<file path="config.mk">
export PLATFORM = sky130hd
export DESIGN_NAME = gsm_septet_unpacker
export DESIGN_NICKNAME = d
export VERILOG_FILES = /design/src/sv/gsu_pkg.sv /design/src/sv/gsu_front.sv /design/src/sv/gsu_queue.sv /design/src/sv/gsu_back.sv /design/src/sv/gsm_septet_unpacker.sv
export SDC_FILE = /design/constraint.sdc
export NUM_CORES = 1
export LEC_CHECK = 0
export ABC_AREA = 1
export BUFFER_PORTS_ARGS = -buffer_cell sky130_fd_sc_hd__buf_4
export CORE_MARGIN = 4
export CORE_UTILIZATION = 42
export DETAILED_ROUTE_END_ITERATION = 6
export PLACE_DENSITY = 0.68
export SLEW_MARGIN = 10
export SYNTH_ARGS = -nofsm -noshare
export SYNTH_HDL_FRONTEND = slang
export SYNTH_SLANG_ARGS = --single-unit
</file>
<file path="constraint.sdc">
create_clock -name clk -period 6.45 [get_ports clk]
set_clock_uncertainty 0.2 [all_clocks]
set_input_delay 0.3225 -clock clk [delete_from_list [all_inputs] [get_ports clk]]
set_output_delay 0.3225 -clock clk [all_outputs]
set_load 0.03 [all_outputs]
</file>
<file path="src/sv/gsu_pkg.sv">
// Package: shared types and constants for the GSM septet unpacker.
`timescale 1ns / 1ps
package gsu_pkg;

  localparam int SEPTET_W   = 7;
  localparam int OCTET_W    = 8;
  localparam int STORE_W    = 14;
  localparam int HELD_W     = 4;
  localparam int COUNT_W    = 8;
  localparam int FILL_W     = 3;
  localparam int CFG_IDX_W  = 1;
  localparam int CFG_DATA_W = 8;
  localparam int Q_DEPTH    = 4;
  localparam int Q_PTR_W    = 2;
  localparam int Q_CNT_W    = 3;

  localparam logic [CFG_IDX_W-1:0] REG_FILL_BITS    = 1'd0;
  localparam logic [CFG_IDX_W-1:0] REG_SEPTET_COUNT = 1'd1;

  typedef struct packed {
    logic [OCTET_W-1:0] octet;
    logic               first;
  } in_t;

  typedef struct packed {
    logic [SEPTET_W-1:0] septet;
    logic                last;
  } out_t;

  // One octet's worth of results: one or two septets
  typedef struct packed {
    logic [1:0]      n;
    out_t [1:0]      res;
  } q_entry_t;

  typedef struct packed {
    logic full;
    logic valid;
  } q_status_t;

endpackage

</file>
<file path="src/sv/gsu_front.sv">
// Front end: takes octets, updates the bit store and forms the septets of each octet.
`timescale 1ns / 1ps
module gsu_front (
  input  logic                          clk,
  input  logic                          rst_n,
  input  logic                          cfg_we,
  input  logic [gsu_pkg::CFG_IDX_W-1:0] cfg_addr,
  input  logic [gsu_pkg::CFG_DATA_W-1:0] cfg_wdata,
  input  logic                          in_valid,
  input  gsu_pkg::in_t                  in_data,
  input  gsu_pkg::q_status_t            q_stat,
  output logic                          in_stall,
  output logic                          q_push,
  output gsu_pkg::q_entry_t             q_wdata
);

  logic [gsu_pkg::FILL_W-1:0]  fill_r;
  logic [gsu_pkg::COUNT_W-1:0] count_r;
  logic [gsu_pkg::STORE_W-1:0] store_r, store_nxt;
  logic [gsu_pkg::HELD_W-1:0]  held_r, held_nxt;
  logic [gsu_pkg::COUNT_W-1:0] emit_r, emit_nxt;

  logic                        accept;
  logic [gsu_pkg::OCTET_W-1:0] byte_v;
  logic [gsu_pkg::HELD_W-1:0]  add_v;
  logic [gsu_pkg::STORE_W-1:0] base_store, st0, st1, st2;
  logic [gsu_pkg::HELD_W-1:0]  base_held, h0, h1, h2;
  logic [gsu_pkg::COUNT_W-1:0] base_emit, e1, e2;
  logic                        take0, take1;

  assign in_stall = q_stat.full;
  assign accept   = in_valid && !in_stall;

  always_comb begin
    byte_v     = in_data.first ? (in_data.octet >> fill_r) : in_data.octet;
    add_v      = in_data.first ? (4'd8 - {1'b0, fill_r}) : 4'd8;
    base_store = in_data.first ? '0 : store_r;
    base_held  = in_data.first ? '0 : held_r;
    base_emit  = in_data.first ? '0 : emit_r;

    st0 = base_store | ({{(gsu_pkg::STORE_W - gsu_pkg::OCTET_W){1'b0}}, byte_v} << base_held);
    h0  = base_held + add_v;

    take0 = (base_emit < count_r) && (h0 >= 4'd7);
    e1    = take0 ? base_emit + 8'd1 : base_emit;
    st1   = take0 ? (st0 >> gsu_pkg::SEPTET_W) : st0;
    h1    = take0 ? h0 - 4'd7 : h0;

    take1 = take0 && (e1 < count_r) && (h1 >= 4'd7);
    e2    = take1 ? e1 + 8'd1 : e1;
    st2   = take1 ? (st1 >> gsu_pkg::SEPTET_W) : st1;
    h2    = take1 ? h1 - 4'd7 : h1;

    q_wdata.n             = {take1, take0 && !take1};
    q_wdata.res[0].septet = st0[gsu_pkg::SEPTET_W-1:0];
    q_wdata.res[0].last   = (e1 == count_r);
    q_wdata.res[1].septet = st1[gsu_pkg::SEPTET_W-1:0];
    q_wdata.res[1].last   = (e2 == count_r);

    store_nxt = store_r;
    held_nxt  = held_r;
    emit_nxt  = emit_r;
    if (accept) begin
      emit_nxt = e2;
      // message complete: drop whatever bits remain
      if (e2 >= count_r) begin
        store_nxt = '0;
        held_nxt  = '0;
      end else begin
        store_nxt = st2;
        held_nxt  = h2;
      end
    end
  end

  assign q_push = accept && take0;

  always_ff @(posedge clk) begin
    if (!rst_n) begin
      fill_r  <= '0;
      count_r <= '0;
      store_r <= '0;
      held_r  <= '0;
      emit_r  <= '0;
    end else begin
      store_r <= store_nxt;
      held_r  <= held_nxt;
      emit_r  <= emit_nxt;
      if (cfg_we) begin
        unique case (cfg_addr)
          gsu_pkg::REG_FILL_BITS:    fill_r  <= cfg_wdata[gsu_pkg::FILL_W-1:0];
          gsu_pkg::REG_SEPTET_COUNT: count_r <= cfg_wdata[gsu_pkg::COUNT_W-1:0];
          default: ;
        endcase
      end
    end
  end

endmodule

</file>
<file path="src/sv/gsu_queue.sv">
// Short queue of per-octet septet pairs between front and back end.
`timescale 1ns / 1ps
module gsu_queue (
  input  logic                clk,
  input  logic                rst_n,
  input  logic                push,
  input  gsu_pkg::q_entry_t   wdata,
  input  logic                pop,
  output gsu_pkg::q_entry_t   rdata,
  output gsu_pkg::q_status_t  stat
);

  gsu_pkg::q_entry_t              slot_r [gsu_pkg::Q_DEPTH];
  logic [gsu_pkg::Q_PTR_W-1:0]    wr_ptr_r, rd_ptr_r;
  logic [gsu_pkg::Q_CNT_W-1:0]    cnt_r, cnt_nxt;

  assign stat.full  = (cnt_r == gsu_pkg::Q_CNT_W'(gsu_pkg::Q_DEPTH));
  assign stat.valid = (cnt_r != '0);
  assign rdata      = slot_r[rd_ptr_r];

  always_comb begin
    cnt_nxt = cnt_r;
    unique case ({push, pop})
      2'b10:   cnt_nxt = cnt_r + 1'b1;
      2'b01:   cnt_nxt = cnt_r - 1'b1;
      default: cnt_nxt = cnt_r;
    endcase
  end

  always_ff @(posedge clk) begin
    if (push) begin
      slot_r[wr_ptr_r] <= wdata;
    end
  end

  always_ff @(posedge clk) begin
    if (!rst_n) begin
      wr_ptr_r <= '0;
      rd_ptr_r <= '0;
      cnt_r    <= '0;
    end else begin
      cnt_r <= cnt_nxt;
      if (push) wr_ptr_r <= wr_ptr_r + 1'b1;
      if (pop)  rd_ptr_r <= rd_ptr_r + 1'b1;
    end
  end

endmodule

</file>
<file path="src/sv/gsu_back.sv">
// Back end: sends the queued septets one beat at a time through an output register.
`timescale 1ns / 1ps
module gsu_back (
  input  logic               clk,
  input  logic               rst_n,
  input  gsu_pkg::q_status_t q_stat,
  input  gsu_pkg::q_entry_t  q_rdata,
  output logic               q_pop,
  output logic               out_valid,
  input  logic               out_stall,
  output gsu_pkg::out_t      out_data
);

  logic          sel_r, sel_nxt;
  logic          out_valid_r, out_valid_nxt;
  gsu_pkg::out_t out_data_r, out_data_nxt;
  logic          load, last_of_entry;

  assign load          = !out_valid_r || !out_stall;
  assign last_of_entry = (q_rdata.n == 2'd1) || sel_r;

  always_comb begin
    sel_nxt       = sel_r;
    out_valid_nxt = out_valid_r;
    out_data_nxt  = out_data_r;
    q_pop         = 1'b0;
    if (load) begin
      out_valid_nxt = q_stat.valid;
      if (q_stat.valid) begin
        out_data_nxt = q_rdata.res[sel_r];
        // advance to the second septet or release the entry
        if (last_of_entry) begin
          q_pop   = 1'b1;
          sel_nxt = 1'b0;
        end else begin
          sel_nxt = 1'b1;
        end
      end
    end
  end

  always_ff @(posedge clk) begin
    if (!rst_n) begin
      sel_r       <= 1'b0;
      out_valid_r <= 1'b0;
    end else begin
      sel_r       <= sel_nxt;
      out_valid_r <= out_valid_nxt;
    end
  end

  always_ff @(posedge clk) begin
    out_data_r <= out_data_nxt;
  end

  assign out_valid = out_valid_r;
  assign out_data  = out_data_r;

endmodule

</file>
<file path="src/sv/gsm_septet_unpacker.sv">
// Top level: GSM 7-bit septet unpacker, octets in, septets out.
// Path: the septets of an accepted octet pass through the queue and then the output
// register; a second septet from the same octet follows the first.
// Throughput: one octet per cycle while the four-entry queue has room; the output
// register sends one septet per cycle while out_stall is low, so an octet giving two
// septets takes the output longer (eight septets per seven octets sets the long-run pace).
// Reset (rst_n, synchronous): clears registers, bit store, counters and queue.
`timescale 1ns / 1ps
module gsm_septet_unpacker (
  input  logic                            clk,
  input  logic                            rst_n,
  input  logic                            cfg_we,
  input  logic [gsu_pkg::CFG_IDX_W-1:0]   cfg_addr,
  input  logic [gsu_pkg::CFG_DATA_W-1:0]  cfg_wdata,
  input  logic                            in_valid,
  output logic                            in_stall,
  input  gsu_pkg::in_t                    in_data,
  output logic                            out_valid,
  input  logic                            out_stall,
  output gsu_pkg::out_t                   out_data
);

  logic               q_push, q_pop;
  gsu_pkg::q_entry_t  q_wdata, q_rdata;
  gsu_pkg::q_status_t q_stat;

  gsu_front u_front (
    .clk       (clk),
    .rst_n     (rst_n),
    .cfg_we    (cfg_we),
    .cfg_addr  (cfg_addr),
    .cfg_wdata (cfg_wdata),
    .in_valid  (in_valid),
    .in_data   (in_data),
    .q_stat    (q_stat),
    .in_stall  (in_stall),
    .q_push    (q_push),
    .q_wdata   (q_wdata)
  );

  gsu_queue u_queue (
    .clk   (clk),
    .rst_n (rst_n),
    .push  (q_push),
    .wdata (q_wdata),
    .pop   (q_pop),
    .rdata (q_rdata),
    .stat  (q_stat)
  );

  gsu_back u_back (
    .clk       (clk),
    .rst_n     (rst_n),
    .q_stat    (q_stat),
    .q_rdata   (q_rdata),
    .q_pop     (q_pop),
    .out_valid (out_valid),
    .out_stall (out_stall),
    .out_data  (out_data)
  );

  a_no_push_when_full: assert property (@(posedge clk) disable iff (!rst_n)
    q_push |-> !q_stat.full)
    else $error("queue push while full");

  a_head_has_results: assert property (@(posedge clk) disable iff (!rst_n)
    q_stat.valid |-> (q_rdata.n == 2'd1 || q_rdata.n == 2'd2))
    else $error("queue entry without septets");

  a_pop_only_valid: assert property (@(posedge clk) disable iff (!rst_n)
    q_pop |-> q_stat.valid)
    else $error("pop from empty queue");

  a_idle_drains: assert property (@(posedge clk) disable iff (!rst_n)
    (!q_stat.valid && (!out_valid || !out_stall)) |=> !out_valid)
    else $error("septet sent with nothing queued");

endmodule

</file>
Word-level counts from Yosys, hierarchy flattened
Memory sizes are Yosys's and may differ from the RTL's. A register that Yosys moved wholly into a read port is not among the register bits.
Index checks and enable logic that the tools add are counted.
{"block": "classes", "n_reduce_logical": 17, "n_addsub": 10, "n_lt_le_gt_ge": 6, "shift": 2, "n_bitwise": 2, "mux": 24, "eq_ne": 6}
{"operator": "2-to-1 mux 14 bit", "count": 4}
{"operator": "2-to-1 mux 8 bit", "count": 6}
{"operator": "2-to-1 mux 4 bit", "count": 5}
{"operator": "adder 8 x 1 -> 8 bit, second input constant", "count": 2}
{"operator": "equality test 8 bit", "count": 2}
{"operator": "less-than comparator 8 bit", "count": 2}
{"operator": "OR 14 bit", "count": 1}
{"operator": "left shift 8 x 4 -> 14 bit", "count": 1}
{"operator": ">= comparator 4 x 3 -> 1 bit, second input constant", "count": 2}
{"operator": ">= comparator 8 bit", "count": 1}
{"operator": "right shift 8 x 3 -> 8 bit", "count": 1}
{"operator": "subtractor 4 x 3 -> 4 bit, second input constant", "count": 2}
{"operator": "logical AND 1 bit", "count": 6}
{"operator": "2-to-1 mux 1 bit", "count": 6}
{"operator": "one-hot mux 3 bit (2 select lines)", "count": 1}
{"operator": "AND reduction 2 bit", "count": 3}
{"operator": "adder 2 x 1 -> 2 bit, second input constant", "count": 2}
{"operator": "adder 4 bit", "count": 1}
{"operator": "equality test 2 x 1 -> 1 bit, second input constant", "count": 2}
{"operator": "logical NOT 1 bit", "count": 4}
{"operator": "2-to-1 mux 2 bit", "count": 2}
{"operator": "subtractor 4 x 3 -> 4 bit, first input constant", "count": 1}
{"operator": "adder 3 x 1 -> 3 bit, second input constant", "count": 1}
{"operator": "equality test 3 bit, second input constant", "count": 1}
{"operator": "other kinds (7)", "count": 8}
{"block": "totals", "n_memories": 1, "inputBits": 23, "ram_bits": 72, "wordCells": 80, "ff_bits": 54}
{"name": "u_queue.slot_r", "depth": 4, "width": 18, "read_ports": 1, "rd_ports_with_merged_regs": 1, "write_ports": 1, "line_no": "gsu_queue.sv:13", "text": "gsu_pkg::q_entry_t slot_r [gsu_pkg::Q_DEPTH];"}

Logic depth before layout (Yosys ltp)
Gate-level depths: netlist of run 1.
{"block": "depth", "word_depth": 12, "ltp_mapped": 40, "mapped_depth_nobuf": 39}

Hierarchy
Synthesis of run 1 repeated with hierarchy kept, for this count alone.
{"block": "hier_totals", "hier_cells": 905, "hier_area_um2": 7278.2}
{"mod": "gsu_front", "seq_area_each_um2": 740.7, "cells_each": 628, "area_each_um2": 3676.0, "instances": 1}
{"mod": "gsu_queue", "seq_area_each_um2": 2342.2, "cells_each": 231, "area_each_um2": 3148.0, "instances": 1}
{"mod": "gsu_back", "seq_area_each_um2": 280.3, "cells_each": 46, "area_each_um2": 454.2, "instances": 1}

Least setup slack after synthesis of run 1
Ideal clock, no wire load.
{"block": "synth_timing", "kind": "reg-to-reg", "start": "register u_front.fill_r[1] (netlist bit)", "end": "register u_front.store_r[1] (netlist bit)", "period_less_slack_ps": 5403, "setup_slack_ps": 1047, "arrival_time_ps": 5138, "stages_incl_launch_ff": 37, "n_path_buf": 2, "required_time_ps": 6185, "path_cell_list": "dfxtp_1 > inv_1 > ha_1 > nand2_1 > nand2_1 > ha_1 > ha_1 > nand3_2 > nand2_4 > inv_2 > nor2_4 > buf_2 > o21ai_0 > inv_1 > ha_1 > nand2_1 > inv_1 > nand3_1 > o221ai_1 > nor2_4 > a21boi_4 > buf_6 > nand2_1 > nand2_1 > nand2_1 > ha_1 > a21oi_1 > or2_2 > nand2_1 > or3_1 > nor2_1 > inv_1 > nor2_2 > inv_1 > nor2_1 > nor2_1 > nor2_1"}
{"item": "from (decl)", "line_no": "gsu_front.sv:17", "text": "logic [gsu_pkg::FILL_W-1:0] fill_r;"}
{"item": "from (signal assigned)", "line_no": "gsu_front.sv:91", "text": "gsu_pkg::REG_FILL_BITS: fill_r <= cfg_wdata[gsu_pkg::FILL_W-1:0];"}
{"item": "to (signal assigned)", "line_no": "gsu_front.sv:86", "text": "store_r <= store_nxt;"}
{"item": "to (decl)", "line_no": "gsu_front.sv:19", "text": "logic [gsu_pkg::STORE_W-1:0] store_r, store_nxt;"}

Final worst setup path of run 1
{"block": "layout_timing", "start": "register u_front.fill_r[1] (netlist bit)", "end": "register u_front.store_r[11] (netlist bit)"}
{"block": "layout_between", "elab_chain_cells": 12, "elab_cells_between_ends": 22}
{"item": "subtractor 4 x 3 -> 4 bit (*)", "line_no": "gsu_front.sv:36", "text": "add_v = in_data.first ? (4'd8 - {1'b0, fill_r}) : 4'd8;"}
{"item": "2-to-1 mux 4 bit (*)", "line_no": "gsu_front.sv:36"}
{"item": "adder 4 bit (*)", "line_no": "gsu_front.sv:42", "text": "h0 = base_held + add_v;"}
{"item": ">= comparator 4 x 3 -> 1 bit", "line_no": "gsu_front.sv:44", "text": "take0 = (base_emit < count_r) && (h0 >= 4'd7);"}
{"item": "logical AND 1 bit", "line_no": "gsu_front.sv:44"}
{"item": "2-to-1 mux 8 bit", "line_no": "gsu_front.sv:45", "text": "e1 = take0 ? base_emit + 8'd1 : base_emit;"}
{"item": "less-than comparator 8 bit", "line_no": "gsu_front.sv:49", "text": "take1 = take0 && (e1 < count_r) && (h1 >= 4'd7);"}
{"item": "logical AND 1 bit (2 in series)", "line_no": "gsu_front.sv:49"}
{"item": "2-to-1 mux 8 bit (*)", "line_no": "gsu_front.sv:50", "text": "e2 = take1 ? e1 + 8'd1 : e1;"}
{"item": "named net u_front.e2, one bit", "line_no": "gsu_front.sv:28", "text": "logic [gsu_pkg::COUNT_W-1:0] base_emit, e1, e2;"}
{"item": ">= comparator 8 bit (*)", "line_no": "gsu_front.sv:66", "text": "if (e2 >= count_r) begin"}
{"item": "2-to-1 mux 14 bit (*)", "line_no": "gsu_front.sv:66"}
The timed path passes the listed nets; every way through them passes the cells marked *.
A chain may end at the register's enable or synchronous reset.

==> results_dict.tcl, run 1 <==
set metrics [dict create \
    status "complete, no violations" \
    rrSetupSlack_ps 480 \
    wl_mm 16.5 \
    cp-start-kind "flop" \
    tritoncts "built" \
    nets 1007 \
    die_h_um 139 \
    power.leakage_nw 3.59 \
    synth-simple-area-share 0.255 \
    powerDensity_mw_per_mm2 471 \
    cp_data_required_time_ps 6590 \
    first_iter_violations 544 \
    cp_data_arrival_time_ps 6120 \
    rsz0062_at_grt "false" \
    power_w 0.00395 \
    yosys.cell_types.count 44 \
    die-area_sq_mm 0.0193 \
    yosys.area_share.adder 0.0619 \
    clockBufferDepth 2 \
    final_cell_mix "nand2_1, nor2_1, inv_1, edfxtp_1, nand3_1" \
    critical_path_class "reg -> reg" \
    synth_area_sq_mm 0.00719 \
    final_common_cell "nand2_1" \
    synth_top_family_by_area "simple AND/OR/NAND/NOR gates" \
    postRouteAntennaNets 0 \
    r2r_cells 31 \
    synth_compound_area_frac 0.130 \
    drcViolationCount 0 \
    io_pins 33 \
    period_needed_ps 5970 \
    grt_pass1_wl_mm 27.5 \
    vias_per_cell 5.14 \
    ir_drop_uv 266 \
    htreeDepth 4 \
    drive_above_1_share 0.114 \
    worst_slew_pin_slew_ps 964 \
    synth_xor_area_frac 0.0110 \
    cp_max_fo 19 \
    clock-sinks 128 \
    drv_cap 0 \
    clkLatencyLatePin_ps 420 \
    setup_viol 0 \
    core_area_sq_mm 0.0167 \
    rr_endpoint "u_front.store_r[11]$_SDFFE_PN0P_" \
    dr.pass1.iters 6 \
    vias 6072 \
    whs_path_depth 3 \
    dp.cells 1137 \
    wl_per_cell_um 14.0 \
    r2r-start "u_front.fill_r[1]$_SDFFE_PN0P_" \
    cp_common_cell "nand2_1" \
    setup_tns_ps 0 \
    n_antenna_cell 0 \
    die_w_um 139 \
    worst_slew_margin_rel 0.357 \
    timing.final.crit_share 0.926 \
    worst_hold_startpoint "cfg_wdata[0]" \
    synth.yosys.seq_area_share 0.468 \
    grt_max_degree 35 \
    hold_viol 0 \
    final_cells 1182 \
    area.growth.synth_to_final_pct 16.6 \
    place_congestion 0.893 \
    grt_pass1_vias 5412 \
    synthCells 905 \
    overflow 0 \
    clockRootBuffer "clkbuf_16" \
    cts_buffers 17 \
    muxShareOfSynthArea 0 \
    clk_pin_slew_ps 60 \
    min_to "u_front.fill_r[0]$_SDFFE_PN0P_" \
    antenna_found_initial 0 \
    syn_nets 963 \
    row_count 47 \
    crit_slowest_cell "dfxtp_1" \
    worst_path_largest_cell_delay_ps 450 \
    slew_violations 0 \
    initial_core_util 0.431 \
    fmax_mhz 167 \
    synth_area_per_cell_sq_um 7.95 \
    portBuffers 32 \
    critPathCaptureType "flop" \
    grt_util_all_layers 0.175 \
    setup.worst_path.start "u_front.fill_r[1]$_SDFFE_PN0P_" \
    hold_path.class "in -> reg" \
    synth_seq_cells 128 \
    hpwl_mm 11.2 \
    ys_warn_count 0 \
]
Yosys cell counts, drive strengths merged:
master  number  area (sq um)
nand2      225           865
nor2       110           458
inv        102           383
edfxtp      80          2400
o21ai       77           389
nand3       75           408
a21oi       58           290
dfxtp       48           961
ha          34           425
clkbuf      20          75.1
buf         11          70.1
o22ai       10          62.6
a31oi        9          56.3
xor2         8          70.1
nand4        7          43.8
o211ai       7          52.6
nor3         4          20.0
or2          4          25.0
a22oi        3          22.5
clkinv       2          7.51
a21boi       1          18.8
a41oi        1          8.76
conb         1          3.75
fa           1          20.0
nand3b       1          7.51
o21a         1          7.51
o21bai       1          7.51
o221ai       1          8.76
o31ai        1          7.51
or3          1          6.26
xnor2        1          8.76
cell families after synthesis:
| group | Yosys count |
|---|---|
| and+or+nand+nor | 427 |
| AOI/OAI and AO/OA | 170 |
| buffers and inverters | 135 |
| DFF | 128 |
| xor gates and xnor gates | 9 |
| other | 1 |
| adders and majority gates | 35 |
cell type report:
| type | count | area (sq um) |
|---|---|---|
| fill | 1627 | 8320 |
| sequential | 128 | 3360 |
| multi-input combinational | 642 | 3300 |
| timing repair buffer | 56 | 445 |
| clock buffer | 18 | 429 |
| inverter | 104 | 390 |
| tap | 220 | 275 |
| clock inverter | 14 | 179 |
sequential cells by signal, summed over array words and instances, names as in the netlist, named ones only:
signal	flops
u_back.out_data	8
u_back.out_valid	1
u_back.sel_r	1
u_front.count_r	8
u_front.emit_r	8
u_front.fill_r	3
u_front.held_r	4
u_front.store_r	14
u_queue.cnt_r	3
u_queue.rd_ptr_r	2
u_queue.slot_r	72
u_queue.wr_ptr_r	2
report_power, final:
group          total, W  leakage (nW)  internal, W  switching (W)
combinational   0.00173          2.17     0.000568        0.00116
clock          0.000985         0.284     0.000613       0.000372
sequential      0.00124          1.13      0.00116      0.0000714
what timing repair did:
action	CTS	global route
endpoints found under the hold margin	8	0
setup endpoints to repair	0	14
buffers inserted	0	3
hold buffers	10	0
gates resized for setup	0	3
routing by layer:
layer  GRT usage  share of wire
met1       0.241           0.48
met2       0.280           0.46
met3      0.0410          0.050
met4      0.0433          0.012
met5           0              0
how the worst max path moves through the flow:
stage	endpoint	cells past startpoint
floorplan	u_front.store_r[1]$_SDFFE_PN0P_	36
finish	u_front.store_r[11]$_SDFFE_PN0P_	31
CTS	u_front.store_r[1]$_SDFFE_PN0P_	33
global placement	u_front.store_r[1]$_SDFFE_PN0P_	33
detailed placement	u_front.store_r[1]$_SDFFE_PN0P_	33
global route	u_front.store_r[11]$_SDFFE_PN0P_	31
critical path, delay by kind of cell, from the launching register on:
family / cells / cell delay [ps]
AOI/OAI and AO/OA: 6 / 1070
adders and majority gates: 5 / 1460
buffers and inverters: 3 / 430
DFF: 1 / 450
and+or+nand+nor: 17 / 2260
stage by stage:
stage	worst slack, ps	utilization	area, sq um	hold slack [ps]
after floorplan	1050	-	7190	236
after global placement	365	0.458	7640	249
after detailed placement	185	0.458	7640	253
after CTS	139	0.500	8350	17.3
after global routing	24.4	0.502	8380	43.7
final	475	0.502	8380	31.9
(Power assumes the default switching activity.)
==> inputs of run 2 (changes only) <==
--- a/config.mk
+++ b/config.mk
@@ -11,6 +11,7 @@
 export CORE_UTILIZATION = 42
 export DETAILED_ROUTE_END_ITERATION = 6
 export PLACE_DENSITY = 0.68
+export RECOVER_POWER = 25
 export SLEW_MARGIN = 10
 export SYNTH_ARGS = -nofsm -noshare
 export SYNTH_HDL_FRONTEND = slang
==> run 2 against run 1 <==
First-iteration DRC count down 6.4%. Core utilization down 0.30 points. Sequential share of layout area up 0.24 points. Register-to-register slack about the same. Combinational power about the same. Global-route usage unchanged. Worst setup slack better by 6.1 ps. Sequential power about the same. Critical path depth unchanged. Largest power group unchanged. Highest routed layer unchanged.
==> results_dict.tcl, run 2 (synthesis gave the netlist of run 1 again) <==
set metrics [dict create \
    critical_path_class "reg -> reg" \
    cp_max_fo 19 \
    cp-start-kind "flop" \
    overflow 0 \
    io_pins 33 \
    timing.final.crit_share 0.925 \
    worst_slew_pin_slew_ps 959 \
    final_common_cell "nand2_1" \
    clk_pin_slew_ps 60 \
    antenna_found_initial 0 \
    clock-sinks 128 \
    setup_tns_ps 0 \
    path_buf_inv 3 \
    area.growth.synth_to_final_pct 15.9 \
    vias_per_cell 5.16 \
    worst_path_largest_cell_delay_ps 450 \
    cts_buffers 17 \
    crit_slowest_cell "dfxtp_1" \
    clockBufferDepth 2 \
    rsz0062_at_grt "false" \
    wl_mm 16.6 \
    die_w_um 139 \
    final_cell_mix "nand2_1, nor2_1, inv_1, edfxtp_1, nand3_1" \
    grt_pass1_vias 5412 \
    worst_slew_margin_rel 0.360 \
    cp_data_arrival_time_ps 6110 \
    cp_common_cell "nand2_1" \
    largest_reg_flops 72 \
    hold_viol 0 \
    crit_family "simple AND/OR/NAND/NOR gates" \
    first_iter_violations 509 \
    hold_path.class "in -> reg" \
    grt_util_all_layers 0.175 \
    powerDensity_mw_per_mm2 470 \
    die_h_um 139 \
    drv_cap 0 \
    top_regs "u_queue.slot_r (72), u_front.store_r (14)" \
    postRouteAntennaNets 0 \
    htreeDepth 4 \
    clkLatencyLatePin_ps 420 \
    cp_data_required_time_ps 6600 \
    top_register "u_queue.slot_r" \
    tritoncts "built" \
    setup_viol 0 \
    portBuffers 32 \
    row_count 47 \
    power.leakage_nw 3.54 \
    period_needed_ps 5970 \
    hpwl_mm 11.2 \
    status "complete, no violations" \
    slew_violations 0 \
    nets 1007 \
    initial_core_util 0.431 \
    place_congestion 0.893 \
    drive_above_1_share 0.0998 \
    grt_pass1_wl_mm 27.5 \
    clockRootBuffer "clkbuf_16" \
    n_antenna_cell 0 \
    die-area_sq_mm 0.0193 \
    dr.pass1.iters 5 \
    wl_per_cell_um 14.0 \
    critPathCaptureType "flop" \
    ir_drop_uv 267 \
    power_w 0.00392 \
    fmax_mhz 168 \
    vias 6097 \
    drcViolationCount 0 \
    core_area_sq_mm 0.0167 \
    dpl_worst_slack_ps 185 \
    postLayoutSetupSlackWorst_ps 481 \
    grt_max_degree 35 \
]
==> run 2: changes by cell type in the layout (fill, tap and decap cells not counted) <==
| cell | before | now |
|---|---|---|
| nor2_2 | 6 | 4 |
| o21ai_1 | 10 | 9 |
| clkbuf_1 | 1 | 13 |
| buf_4 | 46 | 34 |
| o21ai_0 | 66 | 67 |
| nor2_1 | 99 | 101 |
==> run 2: what timing repair did <==
action,4_1_cts,5_1_grt
endpoints found under the setup margin,0,14
endpoints found under the hold margin,8,0
resized for setup,0,3
hold buffers,10,0
setup buffers,0,3
==> run 2: worst register-to-register path, delay by kind of cell (launching register included) <==
family | cells | cell delay (ps)
compound gates | 6 | 1080
fa+ha+maj | 5 | 1470
buf+inv | 3 | 430
flops | 1 | 450
simple gates | 17 | 2270
==> run 2: routing by layer <==
layer  track usage  share of wire  up-vias
li1              -              -     3114
met1         0.241           0.49     2838
met2         0.280           0.46      127
met3        0.0410          0.047       18
met4        0.0433          0.011        0
met5             0              0        -
==> run 2: final cells by class <==
| class | instances | area (sq um) |
|---|---|---|
| Clock buffer | 18 | 429 |
| Clock inverter | 14 | 179 |
| Fill cell | 1648 | 8370 |
| Inverter | 104 | 390 |
| Multi-Input combinational cell | 642 | 3300 |
| Sequential cell | 128 | 3360 |
| Tap cell | 220 | 275 |
| Timing Repair Buffer | 56 | 400 |
==> run 2: metrics by stage <==
step	util	hold slack (ps)	area (sq um)	std cells
4_1_cts	0.500	17.3	8350	1179
2_1_floorplan	-	236	7190	905
5_1_grt	0.499	43.7	8330	1182
3_3_place_gp	0.458	249	7640	1137
3_5_place_dp	0.458	253	7640	1137
6_report	0.499	30.5	8330	1182
==> run 2: report_power, final <==
part	internal, W	switching [W]	total, W	leakage [nW]
Sequential	0.00116	0.0000707	0.00124	1.13
Combinational	0.000538	0.00116	0.00170	2.13
Clock	0.000613	0.000372	0.000986	0.284
Total	0.00232	0.00160	0.00392	3.54
==> run 2: final timing paths <==
check,start,slack (ps),endpoint,cells past startpoint
min,cfg_wdata[0],30,u_front.fill_r[0]$_SDFFE_PN0P_,3
max,u_front.fill_r[1]$_SDFFE_PN0P_,480,u_front.store_r[11]$_SDFFE_PN0P_,31
min reg2reg,u_front.store_r[8]$_SDFFE_PN0P_,260,u_front.store_r[8]$_SDFFE_PN0P_,2
max reg2reg,u_front.fill_r[1]$_SDFFE_PN0P_,480,u_front.store_r[11]$_SDFFE_PN0P_,31
